`src/rtl/core/scl_pkg.sv`:
```
// Shared types and constants for the small cache lookup and replace block.
// Payload structs for the request and response beats, opcodes and register indexes.
// No dependencies.
package scl_pkg;

  localparam int unsigned CFG_IDX_W  = 1;
  localparam int unsigned CFG_DATA_W = 1;

  localparam logic [7:0] COUNT_MAX = 8'hFF;
  localparam logic [7:0] LFSR_SEED = 8'h01;

  typedef enum logic {
    OP_LOOKUP = 1'b0,
    OP_FILL   = 1'b1
  } scl_op_e;

  typedef enum logic [CFG_IDX_W-1:0] {
    CFG_TWO_WAY = 1'b0,
    CFG_POLICY  = 1'b1
  } scl_cfg_e;

  typedef enum logic {
    POLICY_RANDOM = 1'b0,
    POLICY_LFU    = 1'b1
  } scl_policy_e;

  typedef struct packed {
    scl_op_e    opcode;
    logic [7:0] address;
    logic [5:0] tag;
    logic [1:0] set_index;
    logic [7:0] word;
  } scl_req_t;

  typedef struct packed {
    logic       hit;
    logic       evicted;
    logic [7:0] evicted_address;
  } scl_rsp_t;

  // State of the two ways of the set being filled.
  typedef struct packed {
    logic       valid0;
    logic       valid1;
    logic [7:0] count0;
    logic [7:0] count1;
  } scl_set_t;

  // Outcome of the victim choice for a fill.
  typedef struct packed {
    logic way;
    logic evict;
    logic replace;
  } scl_fill_t;

endpackage

```
`src/rtl/core/scl_req_if.sv`:
```
// Request channel of the small cache: valid, ready and one request payload.
// Depends on scl_pkg.
interface scl_req_if
  import scl_pkg::*;
();

  logic     valid;
  logic     ready;
  scl_req_t data;

  modport source (output valid, output data, input ready);
  modport sink   (input valid, input data, output ready);

endinterface

```
`src/rtl/core/scl_rsp_if.sv`:
```
// Response channel of the small cache: valid, ready and one response payload.
// Depends on scl_pkg.
interface scl_rsp_if
  import scl_pkg::*;
();

  logic     valid;
  logic     ready;
  scl_rsp_t data;

  modport source (output valid, output data, input ready);
  modport sink   (input valid, input data, output ready);

endinterface

```
`src/rtl/core/scl_victim.sv`:
```
// Fill way selection for the small cache and the LFSR behind random replacement.
// Depends on scl_pkg.
module scl_victim
  import scl_pkg::*;
(
  input  logic      clk_i,
  input  logic      rst_ni,
  input  logic      step_i,
  input  logic      two_way_i,
  input  logic      lfu_i,
  input  scl_set_t  set_i,
  output scl_fill_t fill_o
);

  logic [7:0] lfsr_q;
  logic [7:0] lfsr_d;
  logic       lfsr_fb;

  always_comb begin
    fill_o = '0;
    priority if (!two_way_i) begin
      fill_o.way   = 1'b0;
      fill_o.evict = set_i.valid0;
    end else if (!set_i.valid0) begin
      fill_o.way = 1'b0;
    end else if (!set_i.valid1) begin
      fill_o.way = 1'b1;
    end else begin
      // set full: least used way, ties to way 0, or the LFSR's low bit
      fill_o.way     = lfu_i ? (set_i.count0 > set_i.count1) : lfsr_q[0];
      fill_o.evict   = 1'b1;
      fill_o.replace = 1'b1;
    end
  end

  // x^8+x^6+x^5+x^4+1, Fibonacci form
  assign lfsr_fb = lfsr_q[7] ^ lfsr_q[5] ^ lfsr_q[4] ^ lfsr_q[3];
  assign lfsr_d  = {lfsr_q[6:0], lfsr_fb};

  always_ff @(posedge clk_i or negedge rst_ni) begin
    if (!rst_ni) begin
      lfsr_q <= LFSR_SEED;
    end else if (step_i && fill_o.replace && !lfu_i) begin
      lfsr_q <= lfsr_d;
    end
  end

endmodule

```
`src/rtl/core/small_cache_lookup_and_replace.sv`:
```
// Small cache with lookup and fill-with-replacement: NUM_SETS sets of NUM_WAYS lines,
// run direct mapped or two-way set associative. One request beat is taken per cycle
// unless a stalled response holds the pipeline, and each produces exactly one response
// beat. In the input register the line compare and victim choice are evaluated
// against the line state, and the result lands in the output register at the same
// edge as the state update; response valid rises once the beat moves on into the
// output register, and a stalled response only holds the pipeline once both registers
// are full. A lookup compares the full address against every valid line in use and,
// in LFU mode, bumps the use count (saturating at 255) of the first match in set order,
// way 0 first. A fill takes set_index modulo NUM_SETS and writes an empty way (way 0
// first) or evicts a victim chosen by an 8-bit LFSR or by the lower use count; in
// direct-mapped mode it always writes way 0. Configuration writes on the cfg_* port
// must only be issued while no beat is in flight; of the line state only the valid bits
// and use counts are reset, so requests are taken straight away.
module small_cache_lookup_and_replace
  import scl_pkg::*;
#(
  parameter int unsigned NUM_SETS  = 4,
  parameter int unsigned NUM_WAYS  = 2,
  parameter int unsigned ADDR_BITS = 8,
  parameter int unsigned DATA_BITS = 8
) (
  input  logic                  clk_i,
  input  logic                  rst_ni,
  input  logic                  cfg_we_i,
  input  logic [CFG_IDX_W-1:0]  cfg_idx_i,
  input  logic [CFG_DATA_W-1:0] cfg_wdata_i,
  scl_req_if.sink               req_i,
  scl_rsp_if.source             rsp_o
);

  localparam int unsigned NUM_LINES = NUM_SETS * NUM_WAYS;
  localparam int unsigned SET_W     = $clog2(NUM_SETS);
  localparam int unsigned LINE_W    = $clog2(NUM_LINES);
  localparam int unsigned RAW_W     = SET_W + 2;

  // Configuration registers
  logic        two_way_q;
  scl_policy_e policy_q;
  logic        two_way_eff;
  logic        lfu;

  // Input and output registers
  scl_req_t req_q;
  logic     req_vld_q;
  scl_rsp_t rsp_q;
  scl_rsp_t rsp_d;
  logic     rsp_vld_q;
  logic     advance;

  // Line state
  logic [NUM_LINES-1:0] valid_q;
  logic [7:0]           count_q [NUM_LINES];
  logic [5:0]           tag_q   [NUM_LINES];
  logic [DATA_BITS-1:0] data_q  [NUM_LINES];
  logic [ADDR_BITS-1:0] addr_q  [NUM_LINES];

  // Datapath
  logic [RAW_W-1:0]       set_raw;
  logic [RAW_W-1:0]       set_red;
  logic [SET_W-1:0]       set_sel;
  logic [LINE_W-1:0]      base_line;
  logic [LINE_W-1:0]      fill_line;
  logic [ADDR_BITS+7:0]   key_ext;
  logic [ADDR_BITS-1:0]   key;
  logic [DATA_BITS+7:0]   word_ext;
  logic [DATA_BITS-1:0]   word_st;
  logic [ADDR_BITS+7:0]   ev_ext;
  logic [NUM_LINES-1:0]   match;
  logic [NUM_LINES-1:0]   first_hit;
  logic                   any_hit;
  logic                   is_fill;
  scl_set_t               set_info;
  scl_fill_t              fill;

  assign two_way_eff = (NUM_WAYS > 1) && two_way_q;
  assign lfu         = (policy_q == POLICY_LFU);
  assign is_fill     = (req_q.opcode == OP_FILL);

  // Handshake: move a beat on when the output register is free or being drained
  assign advance     = req_vld_q && (!rsp_vld_q || rsp_o.ready);
  assign req_i.ready = !req_vld_q || advance;
  assign rsp_o.valid = rsp_vld_q;
  assign rsp_o.data  = rsp_q;

  always_ff @(posedge clk_i or negedge rst_ni) begin
    if (!rst_ni) begin
      two_way_q <= 1'b1;
      policy_q  <= POLICY_LFU;
    end else if (cfg_we_i) begin
      unique case (scl_cfg_e'(cfg_idx_i))
        CFG_TWO_WAY: two_way_q <= cfg_wdata_i[0];
        CFG_POLICY:  policy_q  <= scl_policy_e'(cfg_wdata_i[0]);
        default:     two_way_q <= two_way_q;
      endcase
    end
  end

  // Set select: set_index is below 4, so one conditional subtract reduces it
  assign set_raw   = RAW_W'(req_q.set_index);
  assign set_red   = (set_raw >= RAW_W'(NUM_SETS)) ? set_raw - RAW_W'(NUM_SETS) : set_raw;
  assign set_sel   = set_red[SET_W-1:0];
  assign base_line = LINE_W'(set_sel) << $clog2(NUM_WAYS);
  assign fill_line = base_line | LINE_W'(fill.way);

  // Fit the 8-bit address and word to the stored widths
  assign key_ext  = {{ADDR_BITS{1'b0}}, req_q.address};
  assign key      = key_ext[ADDR_BITS-1:0];
  assign word_ext = {{DATA_BITS{1'b0}}, req_q.word};
  assign word_st  = word_ext[DATA_BITS-1:0];
  assign ev_ext   = {8'd0, addr_q[fill_line]};

  // Parallel compare across all lines in use; way 1 only counts in two-way mode
  for (genvar l = 0; l < NUM_LINES; l++) begin : g_cmp
    assign match[l] = valid_q[l] && (addr_q[l] == key) &&
                      (((l % NUM_WAYS) == 0) || two_way_eff);
  end

  // Lowest set bit is the first match in set order, way 0 first
  assign first_hit = match & (~match + NUM_LINES'(1));
  assign any_hit   = |match;

  assign set_info.valid0 = valid_q[base_line];
  assign set_info.count0 = count_q[base_line];
  if (NUM_WAYS > 1) begin : g_way1
    assign set_info.valid1 = valid_q[base_line | LINE_W'(1)];
    assign set_info.count1 = count_q[base_line | LINE_W'(1)];
  end else begin : g_way1_none
    assign set_info.valid1 = 1'b0;
    assign set_info.count1 = 8'd0;
  end

  scl_victim u_victim (
    .clk_i     (clk_i),
    .rst_ni    (rst_ni),
    .step_i    (advance && is_fill),
    .two_way_i (two_way_eff),
    .lfu_i     (lfu),
    .set_i     (set_info),
    .fill_o    (fill)
  );

  always_comb begin
    rsp_d                 = '0;
    rsp_d.hit             = !is_fill && any_hit;
    rsp_d.evicted         = is_fill && fill.evict;
    rsp_d.evicted_address = rsp_d.evicted ? ev_ext[7:0] : 8'd0;
  end

  // Input register: take a beat whenever the stage is empty or moving on
  always_ff @(posedge clk_i or negedge rst_ni) begin
    if (!rst_ni) begin
      req_vld_q <= 1'b0;
    end else if (req_i.valid && req_i.ready) begin
      req_vld_q <= 1'b1;
    end else if (advance) begin
      req_vld_q <= 1'b0;
    end
  end

  always_ff @(posedge clk_i) begin
    if (req_i.valid && req_i.ready) begin
      req_q <= req_i.data;
    end
  end

  // Output register: hold the result until the sink takes the beat
  always_ff @(posedge clk_i or negedge rst_ni) begin
    if (!rst_ni) begin
      rsp_vld_q <= 1'b0;
    end else if (advance) begin
      rsp_vld_q <= 1'b1;
    end else if (rsp_o.ready) begin
      rsp_vld_q <= 1'b0;
    end
  end

  always_ff @(posedge clk_i) begin
    if (advance) begin
      rsp_q <= rsp_d;
    end
  end

  // Valid bits and use counts; updated at the edge the beat leaves the input register
  always_ff @(posedge clk_i or negedge rst_ni) begin
    if (!rst_ni) begin
      valid_q <= '0;
      for (int l = 0; l < NUM_LINES; l++) begin
        count_q[l] <= 8'd0;
      end
    end else if (advance) begin
      if (is_fill) begin
        valid_q[fill_line] <= 1'b1;
        if (fill.replace && lfu) begin
          count_q[fill_line] <= 8'd0;
        end
      end else if (lfu) begin
        for (int l = 0; l < NUM_LINES; l++) begin
          if (first_hit[l] && (count_q[l] != COUNT_MAX)) begin
            count_q[l] <= count_q[l] + 8'd1;
          end
        end
      end
    end
  end

  // Line payload; only ever read once the line's valid bit is set
  always_ff @(posedge clk_i) begin
    if (advance && is_fill) begin
      tag_q[fill_line]  <= req_q.tag;
      data_q[fill_line] <= word_st;
      addr_q[fill_line] <= key;
    end
  end

endmodule

```
`src/flat_wrapper.sv`:
```
// flat-port wrapper written by rule: the top's interface ports become plain ports
module small_cache_lookup_and_replace_flat import scl_pkg::*;
#(
  parameter int unsigned NUM_SETS  = 4,
  parameter int unsigned NUM_WAYS  = 2,
  parameter int unsigned ADDR_BITS = 8,
  parameter int unsigned DATA_BITS = 8
)
  (clk_i, rst_ni, cfg_we_i, cfg_idx_i, cfg_wdata_i, req_i_valid, req_i_data, req_i_ready, rsp_o_valid, rsp_o_data, rsp_o_ready);
  scl_req_if req_i_i ();
  scl_rsp_if rsp_o_i ();
  input  logic clk_i;
  input  logic rst_ni;
  input  logic cfg_we_i;
  input  logic [CFG_IDX_W-1:0] cfg_idx_i;
  input  logic [CFG_DATA_W-1:0] cfg_wdata_i;
  input wire logic [$bits(req_i_i.valid)-1:0] req_i_valid;
  input wire logic [$bits(req_i_i.data)-1:0] req_i_data;
  output wire logic [$bits(req_i_i.ready)-1:0] req_i_ready;
  output wire logic [$bits(rsp_o_i.valid)-1:0] rsp_o_valid;
  output wire logic [$bits(rsp_o_i.data)-1:0] rsp_o_data;
  input wire logic [$bits(rsp_o_i.ready)-1:0] rsp_o_ready;
  assign req_i_i.valid = req_i_valid;
  assign req_i_i.data = req_i_data;
  assign req_i_ready = req_i_i.ready;
  assign rsp_o_valid = rsp_o_i.valid;
  assign rsp_o_data = rsp_o_i.data;
  assign rsp_o_i.ready = rsp_o_ready;
  small_cache_lookup_and_replace #(.NUM_SETS(NUM_SETS), .NUM_WAYS(NUM_WAYS), .ADDR_BITS(ADDR_BITS), .DATA_BITS(DATA_BITS)) u_core (.clk_i(clk_i), .rst_ni(rst_ni), .cfg_we_i(cfg_we_i), .cfg_idx_i(cfg_idx_i), .cfg_wdata_i(cfg_wdata_i), .req_i(req_i_i), .rsp_o(rsp_o_i));
endmodule
```
`config.mk`:
```
export PLATFORM = sky130hd
export DESIGN_NAME = small_cache_lookup_and_replace_flat
export DESIGN_NICKNAME = d
export VERILOG_FILES = /design/src/rtl/core/scl_pkg.sv /design/src/rtl/core/scl_req_if.sv /design/src/rtl/core/scl_rsp_if.sv /design/src/rtl/core/scl_victim.sv /design/src/rtl/core/small_cache_lookup_and_replace.sv /design/src/flat_wrapper.sv
export SDC_FILE = /design/constraint.sdc
export NUM_CORES = 1
export LEC_CHECK = 0
export ABC_CLOCK_PERIOD_IN_PS = 5600
export CELL_PAD_IN_SITES_DETAIL_PLACEMENT = 1
export CELL_PAD_IN_SITES_GLOBAL_PLACEMENT = 1
export CORE_MARGIN = 5
export CORE_UTILIZATION = 52
export CTS_CLUSTER_DIAMETER = 60
export CTS_CLUSTER_SIZE = 30
export DETAILED_ROUTE_END_ITERATION = 8
export DONT_BUFFER_PORTS = 1
export PLACE_DENSITY_LB_ADDON = 0.08
export SYNTH_ARGS = -nofsm -noshare
export SYNTH_HDL_FRONTEND = slang
export SYNTH_SLANG_ARGS = --single-unit
```
`constraint.sdc`:
```
create_clock -name clk_i -period 5.6 [get_ports clk_i]
set_input_delay 0 -clock clk_i [delete_from_list [all_inputs] [get_ports clk_i]]
set_output_delay 0 -clock clk_i [all_outputs]
set_load 0.02 [all_outputs]
```
==> results.json <==
{
  "antenna_left": 0,
  "drv.max_cap_violation_count": 0,
  "reg2reg_depth": 9,
  "floorplan.die.width_um": 143,
  "gp_congestion": 0.906,
  "finClkSkew_ns": 0.0168,
  "floorplan.initialDensity": 0.533,
  "timing.slew.headroom": 0.210,
  "cp_data_arrival_time_ns": 4.76,
  "cts_tree": "done",
  "final_wirelength_um": 27400,
  "syn-num-nets": 858,
  "hold_path_class": "in2async",
  "grtUsageTotal": 0.278,
  "final-instance-count-excl-fill": 1056,
  "grt_first_pass_wirelength_um": 43000,
  "clkSinkCount": 169,
  "grt_max_degree": 85,
  "setup_violations": 0,
  "insertedDiodeCount": 0,
  "timing.critical_path.fanout_max": 18,
  "drt-vias-per-instance": 6.57,
  "pin_count": 44,
  "placement_rows": 48,
  "rsz0062_at_grt": "false",
  "synth_cells": 810,
  "worst_pin_slew_ns": 1.17,
  "htree_num_levels": 4,
  "p_per_area_nw_per_um2": 322,
  "dp_cells": 1004,
  "rrSetupSlack_ns": 0.91,
  "timing_worst_setup_path_type": "reg2reg",
  "fillers": 1799,
  "grt.overflow.total": 0,
  "drt_iter0_drc": 717,
  "dp_hpwl_um": 19600,
  "r2r-start": "u_core.req_q[8]",
  "design.core.area_um2": 17400,
  "synth_seq_cells": 169,
  "fmaxAchievable_ghz": 0.213,
  "timing.final.crit_share": 0.838,
  "hold_viol_final": 0,
  "register_area_share_after_synthesis": 0.503,
  "synth_cell_types": 70,
  "syn_area_per_cell_um2": 11.4,
  "clock_latency_ns": 0.43,
  "synth-edff-count": 85,
  "vias": 6933,
  "run_status": "complete, no violations",
  "timing_max_transition_violations_final": 0,
  "crit-reg2reg-capture": "u_core.addr_q[7][6]",
  "main_flop_type_after_synthesis": "edfxtp_1",
  "p_leak_uw": 0.00388,
  "drc": 0,
  "antenna_found_initial": 2,
  "portBuffers": 0,
  "die_outline_area_um2": 20600,
  "wl_per_cell_um": 25.9,
  "chipHeight_um": 143,
  "clk_tree_root_cell": "clkbuf_16",
  "clkTransAtPathRegs_ns": 0.08,
  "share_of_post_route_cells_with_drive_strength_above_1": 0.141,
  "end_kind": "flip-flop",
  "dr.pass1.iters": 5,
  "ctsLongestPathBuffers": 2,
  "async_reset_ff_frac": 0.497,
  "numCtsBuffers": 17,
  "ir_worst_vdd_uv": 284,
  "finalCriticalPeriod_ns": 4.69,
  "fin_setup_tns_ns": 0,
  "post_cts_buffers": 0,
  "cell_area_synth_um2": 9260,
  "crit_path_start_kind": "flip-flop",
  "first_global_vias": 7443,
  "areaGrowthSynthToFinish_pct": 11.2,
  "critical_path_required_ns": 5.66,
  "ys.warnings.count": 0,
  "final_nets": 866
}
flip-flops by register name, indices dropped and copies added, names as in the netlist:
register,flops
u_core.rsp_o.valid,1
u_core.is_fill,1
u_core.req_vld_q,1
u_core.two_way_eff,1
u_core.valid_q,8
u_core.count_q,64
u_core.addr_q,64
u_core.key,8
u_core.lfu,1
u_core.rsp_o.data,10
u_core.req_q,2
u_core.u_victim.lfsr_q,8
report_power, final:
part | switching [µW] | internal [µW] | leakage [µW] | total (µW)
clock | 586 | 696 | 0.000315 | 1280
sequential | 127 | 1390 | 0.00184 | 1520
combinational | 304 | 207 | 0.00172 | 511
area by class of cell:
type / count / area [µm²] / share of cell area
Sequential cell: 169 / 4660 / 0.453
Multi-Input combinational cell: 567 / 4290 / 0.417
Clock buffer: 17 / 425 / 0.0413
Timing Repair Buffer: 30 / 293 / 0.0285
Tap cell: 225 / 282 / 0.0274
Clock inverter: 15 / 221 / 0.0215
Inverter: 33 / 124 / 0.0120
cell families (layout without fill, tap and decap cells):
group | after synthesis | count (layout) | synth area share
DFF | 169 | 169 | 0.503
buffers and inverters | 74 | 95 | 0.0347
and+or+nand+nor | 266 | 266 | 0.151
AOI/OAI and AO/OA | 151 | 151 | 0.116
muxes | 67 | 67 | 0.110
xor gates and xnor gates | 67 | 67 | 0.0642
adders and majority gates | 16 | 16 | 0.0216
placed cells by master (no fill, tap or decap), types with 10 or more instances in the layout:
cell | netlist | layout
o21ai_0 | 16 | 16
dfrtp_1 | 81 | 81
edfxtp_1 | 85 | 85
mux2_2 | 15 | 15
nand4_1 | 26 | 26
and3_1 | 14 | 14
mux4_2 | 26 | 26
a31oi_1 | 13 | 13
xnor2_1 | 45 | 45
buf_4 | 1 | 10
nand2_1 | 62 | 62
or2_2 | 10 | 10
nand2b_1 | 10 | 10
nand3_1 | 48 | 48
o211ai_1 | 14 | 14
ha_1 | 16 | 16
mux2i_1 | 26 | 26
o22ai_1 | 12 | 12
dlygate4sd3_1 | 0 | 19
o31ai_1 | 14 | 14
xor2_1 | 21 | 21
nor3_1 | 19 | 18
inv_1 | 33 | 33
a21oi_1 | 26 | 26
nor2_1 | 36 | 36
clkbuf_16 | 0 | 17
worst max-delay path by stage:
stage / startpoint / endpoint / slack [ns] / cells past startpoint
after floorplan: u_core.req_q[9] / u_core.addr_q[0][0] / 1.49 / 11
after global placement: u_core.req_q[8] / u_core.addr_q[4][3] / 0.83 / 8
after detailed placement: u_core.req_q[8] / u_core.addr_q[4][0] / 0.69 / 8
after CTS: u_core.req_q[8] / u_core.addr_q[4][2] / 0.69 / 8
after global routing: u_core.req_q[8] / u_core.addr_q[7][4] / 0.59 / 9
final: u_core.req_q[8] / u_core.addr_q[7][6] / 0.91 / 9
timing repair:
| action | in CTS | in global routing |
|---|---|---|
| hold buffers | 20 | 0 |
| hold endpoints to repair | 99 | 0 |
| endpoints found under the setup margin | 0 | 0 |
| resized for setup | 0 | 0 |
cells in the mapped netlist, types with 3 or more instances:
library cell  number  area, µm²
buf_1              3       11.3
nor2_1            36        135
nand3_1           48        240
and3_1            14       87.6
nand4_1           26        163
a21o_1             5       37.5
mux4_2            26        586
a41o_1             3       30.0
nand3b_1           3       22.5
xor2_1            21        184
a221oi_1           3       26.3
buf_6              3       33.8
o31ai_1           14        105
buf_2             14       70.1
a22oi_1            4       30.0
o211ai_1          14        105
nor3_1            19       95.1
a41oi_1            6       52.6
o22ai_1           12       75.1
o32ai_1            4       35.0
nand2b_1          10       62.6
nor2b_1            8       50.1
a31oi_1           13       81.3
and2_1             7       43.8
o2bb2ai_1          6       52.6
nor3_2             3       30.0
nor4_1             9       56.3
ha_1              16        200
dfstp_2            3       78.8
edfxtp_1          85       2550
inv_1             33        124
a21oi_1           26        130
xnor2_1           45        394
or2_2             10       62.6
o21ai_0           16       80.1
nand2_1           62        233
a211oi_1           3       22.5
dfrtp_1           81       2030
mux2_2            15        169
mux2i_1           26        260
clkbuf_1          20       75.1
per-stage QoR:
step / power [µW] / area [µm²] / hold WS, ns / util / setup WS (ns)
after CTS: 3320 / 10300 / 0.150 / 0.593 / 0.695
after floorplan: 1850 / 9260 / -0.296 / - / 1.49
after global routing: 3440 / 10300 / 0.167 / 0.593 / 0.592
final: 3310 / 10300 / 0.128 / 0.593 / 0.907
after detailed placement: 2010 / 9420 / -0.291 / 0.543 / 0.689
after global placement: 1980 / 9420 / -0.292 / 0.543 / 0.834
critical path, cell delays in order (launching register included):
cell,delay (ns)
edfxtp_1,1.03
mux4_2,0.63
ha_1,0.33
nand4_1,0.12
o32ai_1,0.15
a21oi_4,0.28
a21boi_2,0.71
buf_4,0.34
nand3_1,0.12
nor2_1,0.61
metal layers:
layer,share of wire,GRT usage,up-vias
met5,0,0,-
met4,0.020,0.0763,0
met3,0.074,0.0599,38
met2,0.47,0.442,253
met1,0.44,0.391,3558
li1,-,-,3084
No activity file was read; power rests on OpenSTA's default activity.
